==> config.mk <==
export PLATFORM = sky130hd
export DESIGN_NAME = bitmap_id_allocator_core
export DESIGN_NICKNAME = d
export VERILOG_FILES = /design/src/bida_pkg.sv /design/src/bida_map_ram.sv /design/src/bida_word_scan.sv /design/src/bitmap_id_allocator_core.sv
export VERILOG_INCLUDE_DIRS = /design/src /design/src/src
export SDC_FILE = /design/constraint.sdc
export NUM_CORES = 2
export LEC_CHECK = 0
export ABC_AREA = 1
export BUFFER_PORTS_ARGS = -buffer_cell sky130_fd_sc_hd__clkbuf_2
export CELL_PAD_IN_SITES_DETAIL_PLACEMENT = 1
export CELL_PAD_IN_SITES_GLOBAL_PLACEMENT = 2
export CORE_MARGIN = 10
export CORE_UTILIZATION = 46
export DETAILED_ROUTE_END_ITERATION = 6
export PLACE_DENSITY = 0.84
export SKIP_LAST_GASP = 1
export SYNTH_ARGS = -nofsm -noshare
export SYNTH_HDL_FRONTEND = slang
export SYNTH_HIERARCHICAL = 1
export SYNTH_SLANG_ARGS = --single-unit
export TNS_END_PERCENT = 5
==> constraint.sdc <==
create_clock -name clk -period 17.05 [get_ports clk]
set_input_delay 0 -clock clk [delete_from_list [all_inputs] [get_ports clk]]
set_output_delay 0 -clock clk [all_outputs]
set_load 0.01 [all_outputs]
==> src/bitmap_id_allocator_core_assert.svh <==
// ----------------------------------------------------------------------------
// Assertion macros shared by the ID allocator RTL
// Immediate-implication and next-cycle-implication checks, reset masked.
// ----------------------------------------------------------------------------
`ifndef BITMAP_ID_ALLOCATOR_CORE_ASSERT_SVH
`define BITMAP_ID_ALLOCATOR_CORE_ASSERT_SVH

// Consequent must hold in the same cycle as the antecedent.
`define BIDA_ASSERT_IMPL(label, clk, rst_n, ante, cons, msg) \
    label: assert property (@(posedge clk) disable iff (!rst_n) (ante) |-> (cons)) \
        else $error(msg);

// Consequent must hold in the cycle after the antecedent.
`define BIDA_ASSERT_NEXT(label, clk, rst_n, ante, cons, msg) \
    label: assert property (@(posedge clk) disable iff (!rst_n) (ante) |=> (cons)) \
        else $error(msg);

`endif

==> src/bida_pkg.sv <==
`timescale 1ns / 1ps
// ----------------------------------------------------------------------------
// bida_pkg
// Types, command codes and helpers for the bitmap ID allocator.
// ----------------------------------------------------------------------------
package bida_pkg;

    localparam int ID_W      = 10;
    localparam int CNT_OUT_W = 11;
    localparam int CMD_W     = 3;
    localparam int WORD_W    = 32;
    localparam int BIT_W     = 5;

    typedef logic [WORD_W-1:0] word_t;
    typedef logic [BIT_W-1:0]  bit_pos_t;
    typedef logic [CMD_W-1:0]  cmd_t;

    localparam cmd_t CMD_ALLOC   = 3'd0;
    localparam cmd_t CMD_CLAIM   = 3'd1;
    localparam cmd_t CMD_RELEASE = 3'd2;
    localparam cmd_t CMD_QUERY   = 3'd3;
    localparam cmd_t CMD_CLEAR   = 3'd4;

    // Index of the lowest set bit; zero when the word is empty.
    function automatic bit_pos_t lowest_one(input word_t w);
        bit_pos_t pos;
        pos = '0;
        for (int i = WORD_W - 1; i >= 0; i--)
        begin
            if (w[i])
            begin
                pos = BIT_W'(i);
            end
        end
        return pos;
    endfunction

endpackage

==> src/bida_map_ram.sv <==
`timescale 1ns / 1ps
// ----------------------------------------------------------------------------
// bida_map_ram
// Used-bitmap storage: one write port, one read port, registered read data.
// ----------------------------------------------------------------------------
module bida_map_ram #(
    parameter int DEPTH = 32,
    parameter int AW    = 5
) (
    input  logic                clk,
    input  logic                we,
    input  logic [AW-1:0]       waddr,
    input  bida_pkg::word_t     wdata,
    input  logic [AW-1:0]       raddr,
    output bida_pkg::word_t     rdata
);

    bida_pkg::word_t mem [DEPTH];
    bida_pkg::word_t rdata_reg;

    always_ff @(posedge clk)
    begin
        if (we)
        begin
            mem[waddr] <= wdata;
        end
        rdata_reg <= mem[raddr];
    end

    assign rdata = rdata_reg;

endmodule

==> src/bida_word_scan.sv <==
`timescale 1ns / 1ps
// ----------------------------------------------------------------------------
// bida_word_scan
// Masks one bitmap word to the live part of the search and finds the
// lowest free bit in it.
// ----------------------------------------------------------------------------
module bida_word_scan #(
    parameter int AW = 5
) (
    input  bida_pkg::word_t     data,
    input  logic [AW-1:0]       word,
    input  logic                wrapped,
    input  logic [AW-1:0]       start_word,
    input  bida_pkg::bit_pos_t  start_bit,
    input  logic [AW-1:0]       last_word,
    input  bida_pkg::bit_pos_t  last_bit,
    output logic                found,
    output bida_pkg::bit_pos_t  pos
);

    bida_pkg::word_t upper_mask;
    bida_pkg::word_t start_mask;
    bida_pkg::word_t end_mask;
    bida_pkg::word_t free_bits;

    always_comb
    begin
        upper_mask = {bida_pkg::WORD_W{1'b1}} << start_bit;
        // First pass covers bits at or above the start; the wrap pass the rest.
        if (word == start_word)
        begin
            start_mask = wrapped ? ~upper_mask : upper_mask;
        end
        else
        begin
            start_mask = '1;
        end
        // Drop bits past the end of the ID range.
        if (word == last_word)
        begin
            end_mask = {bida_pkg::WORD_W{1'b1}} >> (5'd31 - last_bit);
        end
        else
        begin
            end_mask = '1;
        end
        free_bits = ~data & start_mask & end_mask;
    end

    assign found = |free_bits;
    assign pos   = bida_pkg::lowest_one(free_bits);

endmodule

==> src/bitmap_id_allocator_core.sv <==
`timescale 1ns / 1ps
// ----------------------------------------------------------------------------
// bitmap_id_allocator_core
// Next-fit ID allocator over a used-bitmap held in a synchronous RAM.
//
// Hands out IDs from first_id up to MAX_IDS-1, one request transaction at a
// time, each answered by exactly one response transaction carrying the
// granted or echoed ID, an ok flag and the used count after the operation.
// The bitmap lives in a RAM of MAP_WORDS = ceil(MAX_IDS/32) words of 32 bits
// with registered read data. Claim, release and query pass through read,
// modify/write and respond steps. Allocate streams one bitmap word per
// cycle through the RAM read port from the next-fit pointer, wrapping to
// first_id, until it finds a free ID or has visited every word. Clear, and
// the sweep after reset, zero the RAM one word per cycle, during which no
// request is taken; clear then goes on to respond. A new request is taken
// while the previous response still waits on rsp_ready. The user must write
// first_id through cfg_wr_en/cfg_wr_data only while idle; the block does
// not enforce this. Issue clear after changing it.
// ----------------------------------------------------------------------------
`include "bitmap_id_allocator_core_assert.svh"

module bitmap_id_allocator_core #(
    parameter int MAX_IDS = 1024
) (
    input  logic        clk,
    input  logic        rst_n,
    input  logic        cfg_wr_en,
    input  logic [9:0]  cfg_wr_data,
    input  logic        req_valid,
    output logic        req_ready,
    input  logic [2:0]  cmd,
    input  logic [9:0]  req_id,
    output logic        rsp_valid,
    input  logic        rsp_ready,
    output logic [9:0]  result_id,
    output logic        ok,
    output logic [10:0] used_count
);

    localparam int MAP_WORDS = (MAX_IDS + 31) / 32;
    localparam int AW        = (MAP_WORDS > 1) ? $clog2(MAP_WORDS) : 1;
    localparam int BW        = AW + bida_pkg::BIT_W;       // bit index in the map
    localparam int KW        = $clog2(MAX_IDS + 1);        // used count
    localparam int PW        = (KW > 11) ? KW : 11;        // ID arithmetic
    localparam int OW        = (KW > 11) ? KW : 11;        // count before trim

    localparam logic [2:0] S_CLR   = 3'd0;
    localparam logic [2:0] S_IDLE  = 3'd1;
    localparam logic [2:0] S_MOD   = 3'd2;
    localparam logic [2:0] S_SCAN  = 3'd3;
    localparam logic [2:0] S_PUSH  = 3'd4;

    localparam logic [PW-1:0] MAX_P = PW'(MAX_IDS);

    // Control state
    logic [2:0]     state_reg, state_next;
    logic [AW-1:0]  clr_addr_reg, clr_addr_next;
    logic           clr_push_reg, clr_push_next;
    logic [PW-1:0]  np_reg, np_next;
    logic [KW-1:0]  count_reg, count_next;
    logic [9:0]     first_id_reg;
    logic           rsp_valid_reg, rsp_valid_next;

    // Per-transaction working registers
    bida_pkg::cmd_t     cmd_reg, cmd_next;
    logic [9:0]         id_reg, id_next;
    bida_pkg::bit_pos_t bpos_reg, bpos_next;
    logic [AW-1:0]      word_reg, word_next;
    logic               phase_reg, phase_next;
    logic [9:0]         res_id_reg, res_id_next;
    logic               res_ok_reg, res_ok_next;
    logic [9:0]         out_id_reg, out_id_next;
    logic               out_ok_reg, out_ok_next;
    logic [10:0]        out_cnt_reg, out_cnt_next;

    // RAM port
    logic               ram_we;
    logic [AW-1:0]      ram_waddr;
    bida_pkg::word_t    ram_wdata;
    logic [AW-1:0]      ram_raddr;
    bida_pkg::word_t    ram_rdata;

    // Search geometry, derived from first_id and the next-fit pointer
    logic [PW-1:0]      fid_p;
    logic               np_in_range;
    logic               range_empty;
    logic [PW-1:0]      scan_origin;
    logic [BW-1:0]      start_b;
    logic [BW-1:0]      last_b;
    logic [AW-1:0]      start_word;
    bida_pkg::bit_pos_t start_bit;
    logic [AW-1:0]      last_word;
    bida_pkg::bit_pos_t last_bit;

    // Request-side decode
    logic [PW-1:0]      req_p;
    logic               req_in_range;
    logic [BW-1:0]      req_b;
    logic [PW-1:0]      id_p;

    // Scan results
    logic               scan_found;
    bida_pkg::bit_pos_t scan_pos;
    logic               scan_final;
    logic [AW-1:0]      scan_word_nxt;
    logic               scan_phase_nxt;
    logic [PW-1:0]      grant_id;
    logic [PW-1:0]      grant_inc;

    logic               bit_used;
    bida_pkg::word_t    sel_mask;
    logic [OW-1:0]      count_w;

    assign fid_p       = PW'(first_id_reg);
    assign np_in_range = (np_reg >= fid_p) && (np_reg < MAX_P);
    assign range_empty = (fid_p >= MAX_P);
    assign scan_origin = np_in_range ? np_reg : fid_p;
    assign start_b     = BW'(scan_origin - fid_p);
    assign last_b      = BW'(MAX_P - fid_p - PW'(1));
    assign start_word  = start_b[BW-1:bida_pkg::BIT_W];
    assign start_bit   = start_b[bida_pkg::BIT_W-1:0];
    assign last_word   = last_b[BW-1:bida_pkg::BIT_W];
    assign last_bit    = last_b[bida_pkg::BIT_W-1:0];

    assign req_p        = PW'(req_id);
    assign req_in_range = (req_p >= fid_p) && (req_p < MAX_P);
    assign req_b        = BW'(req_p - fid_p);
    assign id_p         = PW'(id_reg);

    bida_map_ram #(
        .DEPTH (MAP_WORDS),
        .AW    (AW)
    ) u_map_ram (
        .clk   (clk),
        .we    (ram_we),
        .waddr (ram_waddr),
        .wdata (ram_wdata),
        .raddr (ram_raddr),
        .rdata (ram_rdata)
    );

    bida_word_scan #(
        .AW (AW)
    ) u_word_scan (
        .data       (ram_rdata),
        .word       (word_reg),
        .wrapped    (phase_reg),
        .start_word (start_word),
        .start_bit  (start_bit),
        .last_word  (last_word),
        .last_bit   (last_bit),
        .found      (scan_found),
        .pos        (scan_pos)
    );

    // Walk order: start word upward to the last word, then word 0 up to the
    // start word again for the bits below the pointer.
    always_comb
    begin
        scan_final = phase_reg && (word_reg == start_word);
        if (!phase_reg)
        begin
            if (word_reg == last_word)
            begin
                scan_word_nxt  = '0;
                scan_phase_nxt = 1'b1;
            end
            else
            begin
                scan_word_nxt  = word_reg + AW'(1);
                scan_phase_nxt = 1'b0;
            end
        end
        else if (scan_final)
        begin
            scan_word_nxt  = word_reg;
            scan_phase_nxt = 1'b1;
        end
        else
        begin
            scan_word_nxt  = word_reg + AW'(1);
            scan_phase_nxt = 1'b1;
        end
    end

    assign grant_id  = fid_p + PW'({word_reg, scan_pos});
    assign grant_inc = grant_id + PW'(1);
    assign sel_mask  = bida_pkg::word_t'(1) << bpos_reg;
    assign bit_used  = |(ram_rdata & sel_mask);
    assign count_w   = OW'(count_reg);

    always_comb
    begin
        state_next     = state_reg;
        clr_addr_next  = clr_addr_reg;
        clr_push_next  = clr_push_reg;
        np_next        = np_reg;
        count_next     = count_reg;
        rsp_valid_next = rsp_valid_reg;
        cmd_next       = cmd_reg;
        id_next        = id_reg;
        bpos_next      = bpos_reg;
        word_next      = word_reg;
        phase_next     = phase_reg;
        res_id_next    = res_id_reg;
        res_ok_next    = res_ok_reg;
        out_id_next    = out_id_reg;
        out_ok_next    = out_ok_reg;
        out_cnt_next   = out_cnt_reg;
        ram_we         = 1'b0;
        ram_waddr      = word_reg;
        ram_wdata      = ram_rdata;
        ram_raddr      = word_reg;

        // Drop the response once the consumer takes it.
        if (rsp_valid_reg && rsp_ready)
        begin
            rsp_valid_next = 1'b0;
        end

        case (state_reg)
            S_CLR:
            begin
                ram_we        = 1'b1;
                ram_waddr     = clr_addr_reg;
                ram_wdata     = '0;
                clr_addr_next = clr_addr_reg + AW'(1);
                if (clr_addr_reg == AW'(MAP_WORDS - 1))
                begin
                    clr_addr_next = '0;
                    count_next    = '0;
                    np_next       = fid_p;
                    state_next    = clr_push_reg ? S_PUSH : S_IDLE;
                end
            end

            S_IDLE:
            begin
                if (req_valid)
                begin
                    cmd_next    = cmd;
                    id_next     = req_id;
                    res_id_next = req_id;
                    res_ok_next = 1'b0;
                    bpos_next   = req_b[bida_pkg::BIT_W-1:0];
                    word_next   = req_b[BW-1:bida_pkg::BIT_W];
                    ram_raddr   = req_b[BW-1:bida_pkg::BIT_W];
                    case (cmd)
                        bida_pkg::CMD_ALLOC:
                        begin
                            res_id_next = '0;
                            word_next   = start_word;
                            phase_next  = 1'b0;
                            ram_raddr   = start_word;
                            state_next  = range_empty ? S_PUSH : S_SCAN;
                        end
                        bida_pkg::CMD_CLAIM,
                        bida_pkg::CMD_RELEASE,
                        bida_pkg::CMD_QUERY:
                        begin
                            state_next = req_in_range ? S_MOD : S_PUSH;
                        end
                        bida_pkg::CMD_CLEAR:
                        begin
                            res_ok_next   = 1'b1;
                            clr_push_next = 1'b1;
                            clr_addr_next = '0;
                            state_next    = S_CLR;
                        end
                        default:
                        begin
                            state_next = S_PUSH;
                        end
                    endcase
                end
            end

            S_MOD:
            begin
                ram_waddr  = word_reg;
                state_next = S_PUSH;
                case (cmd_reg)
                    bida_pkg::CMD_CLAIM:
                    begin
                        if (!bit_used)
                        begin
                            ram_we      = 1'b1;
                            ram_wdata   = ram_rdata | sel_mask;
                            count_next  = count_reg + KW'(1);
                            res_ok_next = 1'b1;
                        end
                    end
                    bida_pkg::CMD_RELEASE:
                    begin
                        if (bit_used)
                        begin
                            ram_we    = 1'b1;
                            ram_wdata = ram_rdata & ~sel_mask;
                            if (count_reg != '0)
                            begin
                                count_next = count_reg - KW'(1);
                            end
                            if (id_p < np_reg)
                            begin
                                np_next = id_p;
                            end
                            res_ok_next = 1'b1;
                        end
                    end
                    default:
                    begin
                        res_ok_next = bit_used;
                    end
                endcase
            end

            S_SCAN:
            begin
                // Issue the next word while checking the one that just arrived.
                ram_raddr  = scan_word_nxt;
                word_next  = scan_word_nxt;
                phase_next = scan_phase_nxt;
                if (scan_found)
                begin
                    ram_we      = 1'b1;
                    ram_waddr   = word_reg;
                    ram_wdata   = ram_rdata | (bida_pkg::word_t'(1) << scan_pos);
                    count_next  = count_reg + KW'(1);
                    np_next     = (grant_inc >= MAX_P) ? fid_p : grant_inc;
                    res_id_next = grant_id[9:0];
                    res_ok_next = 1'b1;
                    state_next  = S_PUSH;
                end
                else if (scan_final)
                begin
                    state_next = S_PUSH;
                end
            end

            S_PUSH:
            begin
                // Hold until the output slot is free.
                if (!rsp_valid_reg || rsp_ready)
                begin
                    rsp_valid_next = 1'b1;
                    out_id_next    = res_id_reg;
                    out_ok_next    = res_ok_reg;
                    out_cnt_next   = count_w[10:0];
                    state_next     = S_IDLE;
                end
            end

            default:
            begin
                state_next = S_IDLE;
            end
        endcase
    end

    always_ff @(posedge clk or negedge rst_n)
    begin
        if (!rst_n)
        begin
            state_reg     <= S_CLR;
            clr_addr_reg  <= '0;
            clr_push_reg  <= 1'b0;
            np_reg        <= '0;
            count_reg     <= '0;
            first_id_reg  <= '0;
            rsp_valid_reg <= 1'b0;
        end
        else
        begin
            state_reg     <= state_next;
            clr_addr_reg  <= clr_addr_next;
            clr_push_reg  <= clr_push_next;
            np_reg        <= np_next;
            count_reg     <= count_next;
            rsp_valid_reg <= rsp_valid_next;
            if (cfg_wr_en)
            begin
                first_id_reg <= cfg_wr_data;
            end
        end
    end

    always_ff @(posedge clk)
    begin
        cmd_reg     <= cmd_next;
        id_reg      <= id_next;
        bpos_reg    <= bpos_next;
        word_reg    <= word_next;
        phase_reg   <= phase_next;
        res_id_reg  <= res_id_next;
        res_ok_reg  <= res_ok_next;
        out_id_reg  <= out_id_next;
        out_ok_reg  <= out_ok_next;
        out_cnt_reg <= out_cnt_next;
    end

    assign req_ready  = (state_reg == S_IDLE);
    assign rsp_valid  = rsp_valid_reg;
    assign result_id  = out_id_reg;
    assign ok         = out_ok_reg;
    assign used_count = out_cnt_reg;

    `BIDA_ASSERT_IMPL(a_count_bound, clk, rst_n, 1'b1, count_reg <= KW'(MAX_IDS), "used count above MAX_IDS")
    `BIDA_ASSERT_NEXT(a_one_at_a_time, clk, rst_n, req_valid && req_ready, !req_ready, "request taken while busy")
    `BIDA_ASSERT_NEXT(a_rsp_from_push, clk, rst_n, !rsp_valid_reg && state_reg != S_PUSH, !rsp_valid_reg, "response raised outside push")
    `BIDA_ASSERT_IMPL(a_ram_addr, clk, rst_n, ram_we, ram_waddr <= AW'(MAP_WORDS - 1), "bitmap write beyond map")
    `BIDA_ASSERT_IMPL(a_scan_sets_bit, clk, rst_n, ram_we && state_reg == S_SCAN, ram_wdata != ram_rdata, "allocate wrote without setting a bit")

endmodule
==> impl_metrics.toml <==
[outcome]
status = "complete, no violations"

[sta]
min_period_ns = 9.45
slew-limit-headroom_pct = 10.8
fin_crit_sh_pct = 55.4
worst-slew-pin-transition_ns = 1.33
highest_attainable_clock_frequency_ghz = 0.106
grt_setup_unrepaired = "no"
finClkSkew_ns = 0.0470
final-max-slew-violation-count = 0
setup_viol = 0
tns_ns = 0
hold_viol = 0

[setup_path]
required_ns = 17.71
regToRegEndpoint = "np_reg[9]$_DFFE_PN0P_"
r2r-start = "first_id_reg[4]$_DFFE_PN0P_"
crit_path_frequent_cell = "sky130_fd_sc_hd__nand2_1"
r2r_cells = 63
worst_setup_path_class = "reg2reg"
critical_path_peak_fanout = 18
worst_r2r_setup_slack_ns = 7.60
timing.critical_path.slowest_cell_delay_ns = 0.64
critical_path.startpoint_type = "register"
crit_end_element = "register"
slowest_stage = "sky130_fd_sc_hd__xor2_1"
worst_ep_arrival_time_ns = 10.11

[synthesis]
netlist_area_um2 = 53500
most_frequently_used_cell_type_in_the_post_synthesis_netlist = "sky130_fd_sc_hd__nand2_1"
yosysTopAreaCell = "sky130_fd_sc_hd__edfxtp_1"
synth_top_flop_cell = "sky130_fd_sc_hd__edfxtp_1"
yosys.cell_types.count = 68
number_of_enable_type_register_cells_in_the_synthesized_netlist = 1076
asyncSetResetFlopFracSynth_pct = 3.64
synth_cells = 5259
synthTopCellsByCount = "sky130_fd_sc_hd__nand2_1 (1930), sky130_fd_sc_hd__edfxtp_1 (1076), sky130_fd_sc_hd__nand3_1 (915)"
ys.warnings.count = 6
yosys-top-cells-area = "sky130_fd_sc_hd__edfxtp_1 (60%), sky130_fd_sc_hd__nand2_1 (14%), sky130_fd_sc_hd__nand3_1 (8.6%)"
syn_nets = 5345
yosysSeqAreaShare_pct = 63.7
synth.avg_cell_area_um2 = 10.2
synth.top_cell.area_share_pct = 60.4
synth-seq-cells = 1155

[power]
power.density_cell_area_nw_per_um2 = 208
power_mw = 12.3
total_leakage_power_nw = 22.8
ir_worst_vdd_mv = 0.134

[clocking]
cts_inserted_buffers = 121
h-tree-depth = 3
cts.path.max_buffers = 3
tritoncts = "done"
cts_sinks = 1155
clk_pin_slew_worst_paths_ns = 0.06
clock_insertion_delay_worst_skew_ns = 0.76
post-cts-setup-buffer-count = 0
clock_tree_root_driver_cell = "sky130_fd_sc_hd__clkbuf_16"

[detailed_routing]
detailedRoute.firstPassIterationCount = 6
route.vias.total = 40400
drc = 0
post_drt_via_cell_ratio = 5.83
ant_nets = 0
routed_wirelength_um = 176000
drt-initial-drc-count = 3648
drt-wirelength-per-cell_um = 25.4

[grt]
grt_usage_pct = 26.4
grt-ovfl-total = 0
grt_pass1_vias = 41300
grt_antenna_before_repair = 2
grt_first_pass_wirelength_um = 263000
grt_start_max_net_pins = 186

[place]
io_buffers = 51
routabilityCongestion = 0.903
placed_cells_incl_taps = 6650
post-dp-hpwl_um = 101000

[floorplan]
die_height_um = 361
total_die_area_um2 = 130000
design.portCount = 52
initial_cell_density_of_the_core_pct = 46.2
coreArea_um2 = 116000
std_cell_rows = 125
die_width_um = 361

[cells_and_area]
final_nets = 5383
synthToLayoutAreaGrowth_pct = 11.0
number_of_flip_flops_under_the_largest_register_name = 1024
count_of_non_filler_cells_in_the_finished_layout = 6927
filler_cell_count = 12600
fin_util_pct = 51.3
layout-drive-gt1-share_pct = 8.68

[hold_path]
worstHoldStart = "req_id[5]"
holdCritPathClass = "in2reg"
cells_on_worst_hold_path = 2
timing.hold.worst_endpoint = "id_reg[5]$_DFFE_PP_"

[flow_run]
timing.max_cap.violations = 0
cell usage in the layout (no fill, tap or decap), types with 42 or more instances in the layout:
cell type	n
sky130_fd_sc_hd__ha_1	55
sky130_fd_sc_hd__dfrtp_1	42
sky130_fd_sc_hd__edfxtp_1	1076
sky130_fd_sc_hd__buf_4	87
sky130_fd_sc_hd__o21ai_0	162
sky130_fd_sc_hd__inv_1	181
sky130_fd_sc_hd__dlygate4sd3_1	48
sky130_fd_sc_hd__nand2_1	1925
sky130_fd_sc_hd__nand3_1	914
sky130_fd_sc_hd__clkbuf_2	51
sky130_fd_sc_hd__clkbuf_16	123
sky130_fd_sc_hd__a21oi_1	70
sky130_fd_sc_hd__nor2_1	172
critical path, delay by kind of cell (launching register included):
kind	cells	cell delay (ns)
adder cells (fa/ha/maj)	6	1.99
XOR/XNOR	1	0.64
buffers and inverters	5	0.86
AND/OR/NAND/NOR	46	4.63
AO/OA/AOI/OAI	5	0.81
flip-flops	1	0.40
cells by family after synthesis:
kind of cell    share of synthesized area (%)
compound gates                           4.16
xor+xnor                                0.580
fa+ha+maj                                1.40
buf+inv                                  4.88
flops                                    63.7
mux                                    0.0187
simple gates                             25.3
worst max path at each step:
stage	start	endpoint	slack, ns
after global routing	first_id_reg[4]$_DFFE_PN0P_	np_reg[9]$_DFFE_PN0P_	6.68
after floorplan	first_id_reg[4]$_DFFE_PN0P_	np_reg[4]$_DFFE_PN0P_	9.81
after CTS	first_id_reg[4]$_DFFE_PN0P_	np_reg[9]$_DFFE_PN0P_	7.78
after global placement	first_id_reg[4]$_DFFE_PN0P_	np_reg[9]$_DFFE_PN0P_	8.07
final	first_id_reg[4]$_DFFE_PN0P_	np_reg[9]$_DFFE_PN0P_	7.60
after detailed placement	first_id_reg[4]$_DFFE_PN0P_	np_reg[9]$_DFFE_PN0P_	7.83
timing repair:
item / CTS / global route
hold buffers: 48 / 0
hold endpoints to repair: 117 / 0
resized for setup: 0 / 0
report_power, final:
group	total [mW]	internal (mW)	switching [mW]	leakage [nW]
combinational	5.56	1.37	4.19	10.1
sequential	4.14	3.91	0.221	10.7
clock	2.65	1.51	1.14	1.93
metrics by stage:
step / setup slack (ns) / hold slack (ns) / cell area [µm²]
after CTS: 7.78 / 0.0287 / 59400
after global routing: 6.68 / 0.0437 / 59400
after global placement: 8.07 / 0.142 / 55000
final: 7.60 / 0.0553 / 59400
after floorplan: 9.81 / -0.296 / 53500
after detailed placement: 7.83 / 0.154 / 55000
routing by layer:
layer	up-vias	wire length [µm]	share of wire [%]	track usage [%]
li1	18300	-	-	-
met3	312	9200	5.2	2.87
met1	20700	75300	43	35.1
met2	1139	85600	49	45.0
met4	2	5520	3.1	8.44
met5	-	13	0.0074	0
layout make-up:
type	count	area [µm²]	area share (%)
sequential	1155	34100	57.4
antenna	2	5.00	0.00842
multi-input combinational	3628	17200	29.0
inverter	202	788	1.33
clock inverter	66	692	1.16
clock buffer	161	3270	5.50
timing repair buffer	189	1450	2.44
tap	1524	1910	3.21
Power figures use the tool's default switching activity.
